<file path="config.mk">
export PLATFORM = sky130hd
export DESIGN_NAME = touch_sampler_calibrated
export DESIGN_NICKNAME = d
export VERILOG_FILES = /design/src/rtl/tsc_pkg.sv /design/src/rtl/touch_sampler_calibrated.sv /design/src/rtl/tsc_fifo.sv /design/src/rtl/tsc_front.sv /design/src/rtl/tsc_back.sv
export SDC_FILE = /design/constraint.sdc
export NUM_CORES = 2
export LEC_CHECK = 0
export ABC_AREA = 0
export BUFFER_PORTS_ARGS = -buffer_cell sky130_fd_sc_hd__buf_2
export CAP_MARGIN = 20
export CELL_PAD_IN_SITES_DETAIL_PLACEMENT = 1
export CELL_PAD_IN_SITES_GLOBAL_PLACEMENT = 2
export CORE_MARGIN = 1
export CORE_UTILIZATION = 45
export DETAILED_ROUTE_END_ITERATION = 6
export PLACE_DENSITY_LB_ADDON = 0.1
export SYNTH_ARGS = -nofsm -noshare
export SYNTH_HDL_FRONTEND = slang
export SYNTH_SLANG_ARGS = --single-unit
</file>
<file path="constraint.sdc">
create_clock -name clk_i -period 18.99 [get_ports clk_i]
set_input_delay 1.899 -clock clk_i [delete_from_list [all_inputs] [get_ports clk_i]]
set_output_delay 1.899 -clock clk_i [all_outputs]
set_load 0.05 [all_outputs]
</file>
<file path="src/rtl/tsc_pkg.sv">
// ----------------------------------------------------------------------------
// Touch sampler package
// Shared types, register map and reset values for the calibrated touch sampler.
// ----------------------------------------------------------------------------
package tsc_pkg;

  localparam int unsigned SampleSlotsDefault = 8;
  localparam int unsigned QueueDepth         = 2;

  localparam int unsigned AddrWidth = 5;
  localparam int unsigned DataWidth = 32;
  localparam int unsigned RegIdxW   = 3;

  localparam logic [RegIdxW-1:0] REG_GAIN_XX  = 3'd0;
  localparam logic [RegIdxW-1:0] REG_GAIN_XY  = 3'd1;
  localparam logic [RegIdxW-1:0] REG_OFFSET_X = 3'd2;
  localparam logic [RegIdxW-1:0] REG_GAIN_YX  = 3'd3;
  localparam logic [RegIdxW-1:0] REG_GAIN_YY  = 3'd4;
  localparam logic [RegIdxW-1:0] REG_OFFSET_Y = 3'd5;
  localparam logic [RegIdxW-1:0] REG_INTERVAL = 3'd6;

  localparam logic signed [23:0] GainXxRst   = -24'sd979;
  localparam logic signed [23:0] GainXyRst   = -24'sd66777;
  localparam logic signed [19:0] OffsetXRst  = 20'sd64088;
  localparam logic signed [23:0] GainYxRst   = -24'sd93299;
  localparam logic signed [23:0] GainYyRst   = -24'sd1238;
  localparam logic signed [19:0] OffsetYRst  = 20'sd91274;
  localparam logic [7:0]         IntervalRst = 8'd10;

  localparam logic [1:0] MODE_IDLE     = 2'd0;
  localparam logic [1:0] MODE_PRE      = 2'd1;
  localparam logic [1:0] MODE_TOUCHED  = 2'd2;
  localparam logic [1:0] MODE_RELEASED = 2'd3;

  typedef struct packed {
    logic signed [23:0] gain_xx;
    logic signed [23:0] gain_xy;
    logic signed [19:0] offset_x;
    logic signed [23:0] gain_yx;
    logic signed [23:0] gain_yy;
    logic signed [19:0] offset_y;
  } cal_t;

  typedef struct packed {
    logic [1:0]  mode;
    logic        valid;
    logic [2:0]  slot;
    logic [11:0] raw_x;
    logic [11:0] raw_y;
  } tick_t;

  typedef struct packed {
    logic [1:0] mode;
    logic       valid;
    logic [2:0] slot;
    logic [9:0] point_x;
    logic [9:0] point_y;
  } result_t;

endpackage

</file>
<file path="src/rtl/touch_sampler_calibrated.sv">
// ----------------------------------------------------------------------------
// Calibrated touch sampler
// Tick-driven touch panel sampler with affine screen calibration.
// ----------------------------------------------------------------------------
// An accepted tick word passes the tick queue, the multiply stage and the result queue.
// Throughput: one tick word per cycle while the tick queue is not full, set by the pipelined multiply stage.
// Reset: mode idle, counter and slot cleared, registers at calibration defaults.
module touch_sampler_calibrated #(
  parameter int unsigned SAMPLE_SLOTS = tsc_pkg::SampleSlotsDefault
) (
  input  logic                           clk_i,
  input  logic                           rst_ni,
  input  logic                           psel,
  input  logic                           penable,
  input  logic                           pwrite,
  input  logic [tsc_pkg::AddrWidth-1:0]  paddr,
  input  logic [tsc_pkg::DataWidth-1:0]  pwdata,
  output logic [tsc_pkg::DataWidth-1:0]  prdata,
  output logic                           pready,
  input  logic                           push,
  output logic                           full,
  input  logic                           pen_down_i,
  input  logic [11:0]                    raw_x_i,
  input  logic [11:0]                    raw_y_i,
  output logic                           empty,
  input  logic                           pop,
  output logic [1:0]                     mode_o,
  output logic                           sample_valid_o,
  output logic [2:0]                     sample_slot_o,
  output logic [9:0]                     point_x_o,
  output logic [9:0]                     point_y_o
);

  import tsc_pkg::*;

  cal_t               cal_q;
  logic [7:0]         interval_q;
  logic [RegIdxW-1:0] reg_idx;
  logic               wr_en;
  logic               accept;
  tick_t              front_tick, mid_tick;
  logic               mid_full, mid_empty, mid_pop;
  logic               out_full, out_push;
  result_t            back_res, out_res;

  assign pready  = 1'b1;
  assign reg_idx = paddr[AddrWidth-1:2];
  assign wr_en   = psel && penable && pwrite && pready;

  always_ff @(posedge clk_i or negedge rst_ni) begin
    if (!rst_ni) begin
      cal_q.gain_xx  <= GainXxRst;
      cal_q.gain_xy  <= GainXyRst;
      cal_q.offset_x <= OffsetXRst;
      cal_q.gain_yx  <= GainYxRst;
      cal_q.gain_yy  <= GainYyRst;
      cal_q.offset_y <= OffsetYRst;
      interval_q     <= IntervalRst;
    end else if (wr_en) begin
      unique case (reg_idx)
        REG_GAIN_XX:  cal_q.gain_xx  <= pwdata[23:0];
        REG_GAIN_XY:  cal_q.gain_xy  <= pwdata[23:0];
        REG_OFFSET_X: cal_q.offset_x <= pwdata[19:0];
        REG_GAIN_YX:  cal_q.gain_yx  <= pwdata[23:0];
        REG_GAIN_YY:  cal_q.gain_yy  <= pwdata[23:0];
        REG_OFFSET_Y: cal_q.offset_y <= pwdata[19:0];
        REG_INTERVAL: interval_q     <= pwdata[7:0];
        default: ;
      endcase
    end
  end

  always_comb begin
    unique case (reg_idx)
      REG_GAIN_XX:  prdata = {8'd0, cal_q.gain_xx};
      REG_GAIN_XY:  prdata = {8'd0, cal_q.gain_xy};
      REG_OFFSET_X: prdata = {12'd0, cal_q.offset_x};
      REG_GAIN_YX:  prdata = {8'd0, cal_q.gain_yx};
      REG_GAIN_YY:  prdata = {8'd0, cal_q.gain_yy};
      REG_OFFSET_Y: prdata = {12'd0, cal_q.offset_y};
      REG_INTERVAL: prdata = {24'd0, interval_q};
      default:      prdata = '0;
    endcase
  end

  assign full   = mid_full;
  assign accept = push && !full;

  tsc_front #(
    .SampleSlots(SAMPLE_SLOTS)
  ) u_front (
    .clk_i     (clk_i),
    .rst_ni    (rst_ni),
    .accept_i  (accept),
    .pen_down_i(pen_down_i),
    .raw_x_i   (raw_x_i),
    .raw_y_i   (raw_y_i),
    .interval_i(interval_q),
    .tick_o    (front_tick)
  );

  tsc_fifo #(
    .Width($bits(tick_t)),
    .Depth(QueueDepth)
  ) u_mid_q (
    .clk_i  (clk_i),
    .rst_ni (rst_ni),
    .push_i (accept),
    .wdata_i(front_tick),
    .full_o (mid_full),
    .pop_i  (mid_pop),
    .rdata_o(mid_tick),
    .empty_o(mid_empty)
  );

  tsc_back u_back (
    .clk_i     (clk_i),
    .rst_ni    (rst_ni),
    .cal_i     (cal_q),
    .in_avail_i(!mid_empty),
    .tick_i    (mid_tick),
    .in_take_o (mid_pop),
    .out_full_i(out_full),
    .out_push_o(out_push),
    .result_o  (back_res)
  );

  tsc_fifo #(
    .Width($bits(result_t)),
    .Depth(QueueDepth)
  ) u_out_q (
    .clk_i  (clk_i),
    .rst_ni (rst_ni),
    .push_i (out_push),
    .wdata_i(back_res),
    .full_o (out_full),
    .pop_i  (pop),
    .rdata_o(out_res),
    .empty_o(empty)
  );

  assign mode_o         = out_res.mode;
  assign sample_valid_o = out_res.valid;
  assign sample_slot_o  = out_res.slot;
  assign point_x_o      = out_res.point_x;
  assign point_y_o      = out_res.point_y;

  a_no_sample_zero: assert property (@(posedge clk_i) disable iff (!rst_ni)
    (!empty && !sample_valid_o) |->
      (sample_slot_o == 3'd0 && point_x_o == 10'd0 && point_y_o == 10'd0))
    else $error("word without a sample carries nonzero sample fields");

  a_sample_not_idle: assert property (@(posedge clk_i) disable iff (!rst_ni)
    (!empty && sample_valid_o) |-> (mode_o != MODE_IDLE))
    else $error("sample reported with idle mode");

  a_back_push_room: assert property (@(posedge clk_i) disable iff (!rst_ni)
    out_push |-> !out_full)
    else $error("back end pushed into a full result queue");

endmodule

</file>
<file path="src/rtl/tsc_fifo.sv">
// ----------------------------------------------------------------------------
// Touch sampler queue
// Small first-in first-out buffer for words between the sampler stages.
// ----------------------------------------------------------------------------
module tsc_fifo #(
  parameter int unsigned Width = 8,
  parameter int unsigned Depth = 2
) (
  input  logic             clk_i,
  input  logic             rst_ni,
  input  logic             push_i,
  input  logic [Width-1:0] wdata_i,
  output logic             full_o,
  input  logic             pop_i,
  output logic [Width-1:0] rdata_o,
  output logic             empty_o
);

  localparam int unsigned PtrW = (Depth > 1) ? $clog2(Depth) : 1;
  localparam int unsigned CntW = $clog2(Depth + 1);

  logic [Width-1:0] mem_q [Depth];
  logic [PtrW-1:0]  wptr_q, rptr_q;
  logic [CntW-1:0]  cnt_q;
  logic             do_push, do_pop;

  assign full_o  = (cnt_q == CntW'(Depth));
  assign empty_o = (cnt_q == '0);
  assign do_push = push_i && !full_o;
  assign do_pop  = pop_i && !empty_o;
  assign rdata_o = mem_q[rptr_q];

  always_ff @(posedge clk_i) begin
    if (do_push) begin
      mem_q[wptr_q] <= wdata_i;
    end
  end

  always_ff @(posedge clk_i or negedge rst_ni) begin
    if (!rst_ni) begin
      wptr_q <= '0;
      rptr_q <= '0;
      cnt_q  <= '0;
    end else begin
      if (do_push) begin
        wptr_q <= (wptr_q == PtrW'(Depth - 1)) ? '0 : wptr_q + 1'b1;
      end
      if (do_pop) begin
        rptr_q <= (rptr_q == PtrW'(Depth - 1)) ? '0 : rptr_q + 1'b1;
      end
      if (do_push && !do_pop) begin
        cnt_q <= cnt_q + 1'b1;
      end else if (do_pop && !do_push) begin
        cnt_q <= cnt_q - 1'b1;
      end
    end
  end

endmodule

</file>
<file path="src/rtl/tsc_front.sv">
// ----------------------------------------------------------------------------
// Touch sampler front end
// Tracks the touch mode, tick counter and slot, and marks ticks that sample.
// ----------------------------------------------------------------------------
module tsc_front #(
  parameter int unsigned SampleSlots = 8
) (
  input  logic          clk_i,
  input  logic          rst_ni,
  input  logic          accept_i,
  input  logic          pen_down_i,
  input  logic [11:0]   raw_x_i,
  input  logic [11:0]   raw_y_i,
  input  logic [7:0]    interval_i,
  output tsc_pkg::tick_t tick_o
);

  import tsc_pkg::*;

  localparam int unsigned SlotW = $clog2(SampleSlots);

  typedef enum logic [1:0] {
    ST_IDLE     = MODE_IDLE,
    ST_PRE      = MODE_PRE,
    ST_TOUCHED  = MODE_TOUCHED,
    ST_RELEASED = MODE_RELEASED
  } state_e;

  state_e           state_q, state_d;
  logic [15:0]      cnt_q, cnt_d, cnt_inc, lim;
  logic [SlotW-1:0] slot_q, slot_d;
  logic [SlotW+2:0] slot_ext;
  logic             take;

  assign cnt_inc  = (cnt_q == 16'hFFFF) ? cnt_q : cnt_q + 16'd1;
  assign lim      = {8'd0, interval_i};
  assign slot_ext = {3'd0, slot_q};

  always_comb begin
    state_d = state_q;
    cnt_d   = cnt_inc;
    slot_d  = slot_q;
    take    = 1'b0;
    unique case (state_q)
      ST_IDLE: begin
        if (pen_down_i) begin
          state_d = ST_PRE;
          cnt_d   = '0;
        end
      end
      ST_PRE, ST_TOUCHED: begin
        if (cnt_inc > lim) begin
          if (cnt_inc > lim + 16'd1) begin
            take  = 1'b1;
            cnt_d = '0;
            if (slot_q == SlotW'(SampleSlots - 1)) begin
              slot_d  = '0;
              state_d = ST_TOUCHED;
            end else begin
              slot_d = slot_q + 1'b1;
            end
          end
          if (!pen_down_i) begin
            state_d = ST_RELEASED;
          end
        end
      end
      ST_RELEASED: begin
        state_d = ST_IDLE;
        slot_d  = '0;
      end
      default: state_d = ST_IDLE;
    endcase
  end

  always_comb begin
    tick_o.mode  = state_d;
    tick_o.valid = take;
    tick_o.slot  = take ? slot_ext[2:0] : 3'd0;
    tick_o.raw_x = raw_x_i;
    tick_o.raw_y = raw_y_i;
  end

  always_ff @(posedge clk_i or negedge rst_ni) begin
    if (!rst_ni) begin
      state_q <= ST_IDLE;
      cnt_q   <= '0;
      slot_q  <= '0;
    end else if (accept_i) begin
      state_q <= state_d;
      cnt_q   <= cnt_d;
      slot_q  <= slot_d;
    end
  end

endmodule

</file>
<file path="src/rtl/tsc_back.sv">
// ----------------------------------------------------------------------------
// Touch sampler back end
// Maps raw readings to screen coordinates through the affine calibration.
// ----------------------------------------------------------------------------
module tsc_back (
  input  logic              clk_i,
  input  logic              rst_ni,
  input  tsc_pkg::cal_t     cal_i,
  input  logic              in_avail_i,
  input  tsc_pkg::tick_t    tick_i,
  output logic              in_take_o,
  input  logic              out_full_i,
  output logic              out_push_o,
  output tsc_pkg::result_t  result_o
);

  import tsc_pkg::*;

  logic                 st_valid_q;
  tick_t                st_tick_q;
  logic signed [36:0]   pxa_q, pxb_q, pya_q, pyb_q;
  logic signed [12:0]   rx, ry;
  logic signed [38:0]   acc_x, acc_y;
  logic                 advance;

  function automatic logic [9:0] sat_point(input logic signed [38:0] acc);
    logic [9:0] r;
    if (acc[38]) begin
      r = '0;
    end else if (|acc[37:30]) begin
      r = 10'h3FF;
    end else begin
      r = acc[29:20];
    end
    return r;
  endfunction

  assign rx        = $signed({1'b0, tick_i.raw_x});
  assign ry        = $signed({1'b0, tick_i.raw_y});
  assign advance   = !st_valid_q || !out_full_i;
  assign in_take_o = in_avail_i && advance;

  always_ff @(posedge clk_i) begin
    if (in_take_o) begin
      st_tick_q <= tick_i;
      pxa_q     <= cal_i.gain_xx * rx;
      pxb_q     <= cal_i.gain_xy * ry;
      pya_q     <= cal_i.gain_yx * rx;
      pyb_q     <= cal_i.gain_yy * ry;
    end
  end

  always_ff @(posedge clk_i or negedge rst_ni) begin
    if (!rst_ni) begin
      st_valid_q <= 1'b0;
    end else if (advance) begin
      st_valid_q <= in_avail_i;
    end
  end

  assign acc_x = 39'(pxa_q) + 39'(pxb_q) + {{7{cal_i.offset_x[19]}}, cal_i.offset_x, 12'd0};
  assign acc_y = 39'(pya_q) + 39'(pyb_q) + {{7{cal_i.offset_y[19]}}, cal_i.offset_y, 12'd0};

  assign out_push_o = st_valid_q && !out_full_i;

  always_comb begin
    result_o.mode    = st_tick_q.mode;
    result_o.valid   = st_tick_q.valid;
    result_o.slot    = st_tick_q.slot;
    result_o.point_x = st_tick_q.valid ? sat_point(acc_x) : 10'd0;
    result_o.point_y = st_tick_q.valid ? sat_point(acc_y) : 10'd0;
  end

endmodule
</file>
==> summary.txt <==
Clock tree
  – Root Buffer: clkbuf_16
  – CTS tree: done
  – H-tree levels: 2
  – # hold bufs at CTS: 0
  – CTS Buffer Depth: 3
  – Clock latency on the worst-skew pair: 0.69 ns
  – CTS clk-pin slew, worst paths: 0.06 ns
  – Clock sink count: 440
  – Setup Fix Bufs, Post-CTS: 0
  – TritonCTS Buffers: 59
  – Post-CTS sizing: 0

Setup path
  – Reg-to-reg slack, setup: 10.06 ns
  – RR Startpoint: u_mid_q.rptr_q
  – CP startpoint: u_mid_q.rptr_q
  – Worst Path Arrival: 9.36 ns
  – Crit Path Max Fanout: 25
  – Worst R2R Path Depth: 25
  – Class of the most critical setup path: register to register
  – CP most frequent cell: fa_1
  – Reg-to-reg endpoint: u_back.pya_q[35]
  – Largest stage delay, worst path: 0.92 ns
  – Slowest CP cell: dfrtp_2
  – Crit end category: register
  – Worst Setup Start Kind: register
  – Critical Path RT: 19.42 ns

Timing
  – Slew Limit Headroom: 0.1978
  – RSZ-0062 raised after global routing: false
  – Final setup vio count: 0
  – Period utilization: 0.4703
  – Clock skew: 0.02393 ns
  – Fin. Hold Viols: 0
  – Setup TNS: 0 ns
  – Fmax: 112.0 MHz
  – Worst-margin pin slew: 1.188 ns
  – Final max-slew violation count: 0
  – Min Tclk post-route: 8.931 ns

Floorplan
  – I/O pin cnt: 130
  – Die X: 376.2 µm
  – Core region area: 0.1382 mm²
  – Initial cell density of the core: 0.4560
  – Die height: 376.2 µm
  – Die area: 0.1415 mm²
  – Row cnt: 136

Routing
  – Antenna viol nets, final: 0
  – Vias per cell: 5.318
  – Iteration-0 DRC Markers: 2405
  – Post-route DRC: 0
  – Wire per inst: 22.16 µm
  – DR pass1 iterations: 7
  – Via Count: 44750
  – Routed Wire Length: 186500 µm

Yosys
  – Post-synth top flop: edfxtp_1
  – Leading post-synthesis cells by instance count: 1422 x inv_1, 1032 x fa_1, 802 x nand2_1
  – Sequential share of the synthesized area: 0.1976
  – Count of flip-flops with a built-in enable after synthesis: 266
  – Yosys warnings: 0
  – Synth area leader: fa_1
  – Avg Cell Area, Syn: 9.627 µm²
  – Synthesized instance count: 6545
  – Synth top area cells: fa_1 33%, edfxtp_1 13%, ha_1 9.6%
  – Synth unique cells: 75
  – Top-area cell type share of the netlist area: 0.3279
  – Top-count cell post-synth: inv_1
  – Flops & latches, synth: 440
  – Syn Std Cell Area: 0.06301 mm²
  – Synth async-reset ratio: 0.3955

Global routing
  – Vias in the first global route: 49610
  – Largest net degree at the start of global routing: 74
  – Global-route wire length before repair: 293400 µm
  – GRT Util Overall: 0.2733
  – Initial antenna violation count: 11
  – Congestion Overflow GR: 0

Hold path
  – Worst Hold Depth: 0
  – Worst Hold Class: register to register
  – Hold_sp: u_back.result_o[24]
  – Hold EP: u_out_q.mem_q[0][24]

Place
  – I/O Buffers: 110
  – HPWL Detailed: 143500 µm
  – GPL Wtd Cong: 0.8963

Layout
  – Share of layout cells above drive strength 1: 0.09163
  – # nets final: 8080
  – Area Overhead vs Synth: 7.144%
  – Fillers: 15580

Outcome
  – Status: complete, no violations

Flow run
  – # Max-Cap Violations: 0
==> critical path, delay by kind of cell (launching register included) <==
family	cells	cell delay, ns
flip-flops	1	0.92
multiplexers	1	0.69
buffers and inverters	5	1.15
AO/OA/AOI/OAI	10	2.67
adder cells (fa/ha/maj)	6	2.82
AND/OR/NAND/NOR	2	0.21
XOR/XNOR	1	0.15
==> layout by cell type, fill, tap and decap left out, types with 11 or more instances in the layout <==
cell       count
clkbuf_16     65
a21oi_1      179
or3_1         11
xor2_1        62
a211oi_1      22
and2_1       299
inv_1       1421
nor3_1        46
a22oi_1       58
nor2b_1      223
buf_2        109
mux2_2       200
nand3_1       74
ha_1         482
buf_4         51
xnor2_1      177
nor2_1       143
nand2b_1      44
o21ai_0      119
a31oi_1       18
o21bai_1      31
dfrtp_1       86
nand4_1       23
nand2_1      802
a21o_1        96
o21a_1        57
and3_1        33
edfxtp_1     266
fa_1        1032
dfstp_2       87
==> metal layers <==
layer,routed length [µm],vias to the layer above,track usage
met5,81,-,0
met4,7077,12,0.09096
met3,8721,228,0.04066
met2,87640,831,0.4460
met1,82970,23500,0.3722
li1,-,20180,-
==> layout make-up <==
type | count | area [µm²] | share of cell area
antenna | 4 | 10.01 | 0.0001483
tap | 1863 | 2331 | 0.03453
clock buffer | 74 | 1714 | 0.02539
clock inverter | 38 | 426.7 | 0.006320
multi-input combinational | 4411 | 44260 | 0.6556
sequential | 440 | 12450 | 0.1844
timing repair buffer | 162 | 969.7 | 0.01436
inverter | 1423 | 5346 | 0.07919
==> metrics by stage <==
step | utilization | setup slack, ns | hold WS, ns | instances | cell area (µm²)
after global placement | 0.4728 | 10.28 | 0.4336 | 8297 | 65330
after CTS | 0.4883 | 10.15 | 0.4533 | 8409 | 67470
after floorplan | - | 11.97 | 0.4215 | 6552 | 63040
final | 0.4886 | 10.06 | 0.4553 | 8415 | 67510
after global routing | 0.4886 | 9.595 | 0.4735 | 8412 | 67500
after detailed placement | 0.4728 | 10.18 | 0.4403 | 8297 | 65330
==> kinds of logic (layout without fill, tap and decap cells) <==
logic type	after synthesis	after routing	synth area share
flops	440	440	0.1976
simple gates	1749	1749	0.1341
compound gates	686	686	0.07137
other cells	2	13	0.0001192
xor+xnor	239	239	0.03322
mux	214	214	0.03805
buf+inv	1701	1697	0.1020
fa+ha+maj	1514	1514	0.4236
==> how the worst max path moves through the flow <==
stage	endpoint	cells past startpoint
final	u_back.pya_q[35]	25
after CTS	u_back.pya_q[35]	25
after detailed placement	u_back.pya_q[35]	25
after floorplan	u_back.pyb_q[36]	28
after global routing	u_back.pya_q[35]	25
after global placement	u_back.pya_q[35]	25
==> flip-flops by register name (all words and copies together) (netlist names), 6 cells and up <==
name             count
interval_q           8
u_mid_q.mem_q       60
u_back.pxa_q        37
cal_q              136
u_front.cnt_q       16
u_out_q.mem_q       52
u_back.pya_q        37
u_back.pyb_q        37
u_back.pxb_q        37
u_back.result_o      6
Power is not shown: default switching activity piles up to over one toggle a cycle in this logic, so the estimate is an artifact.
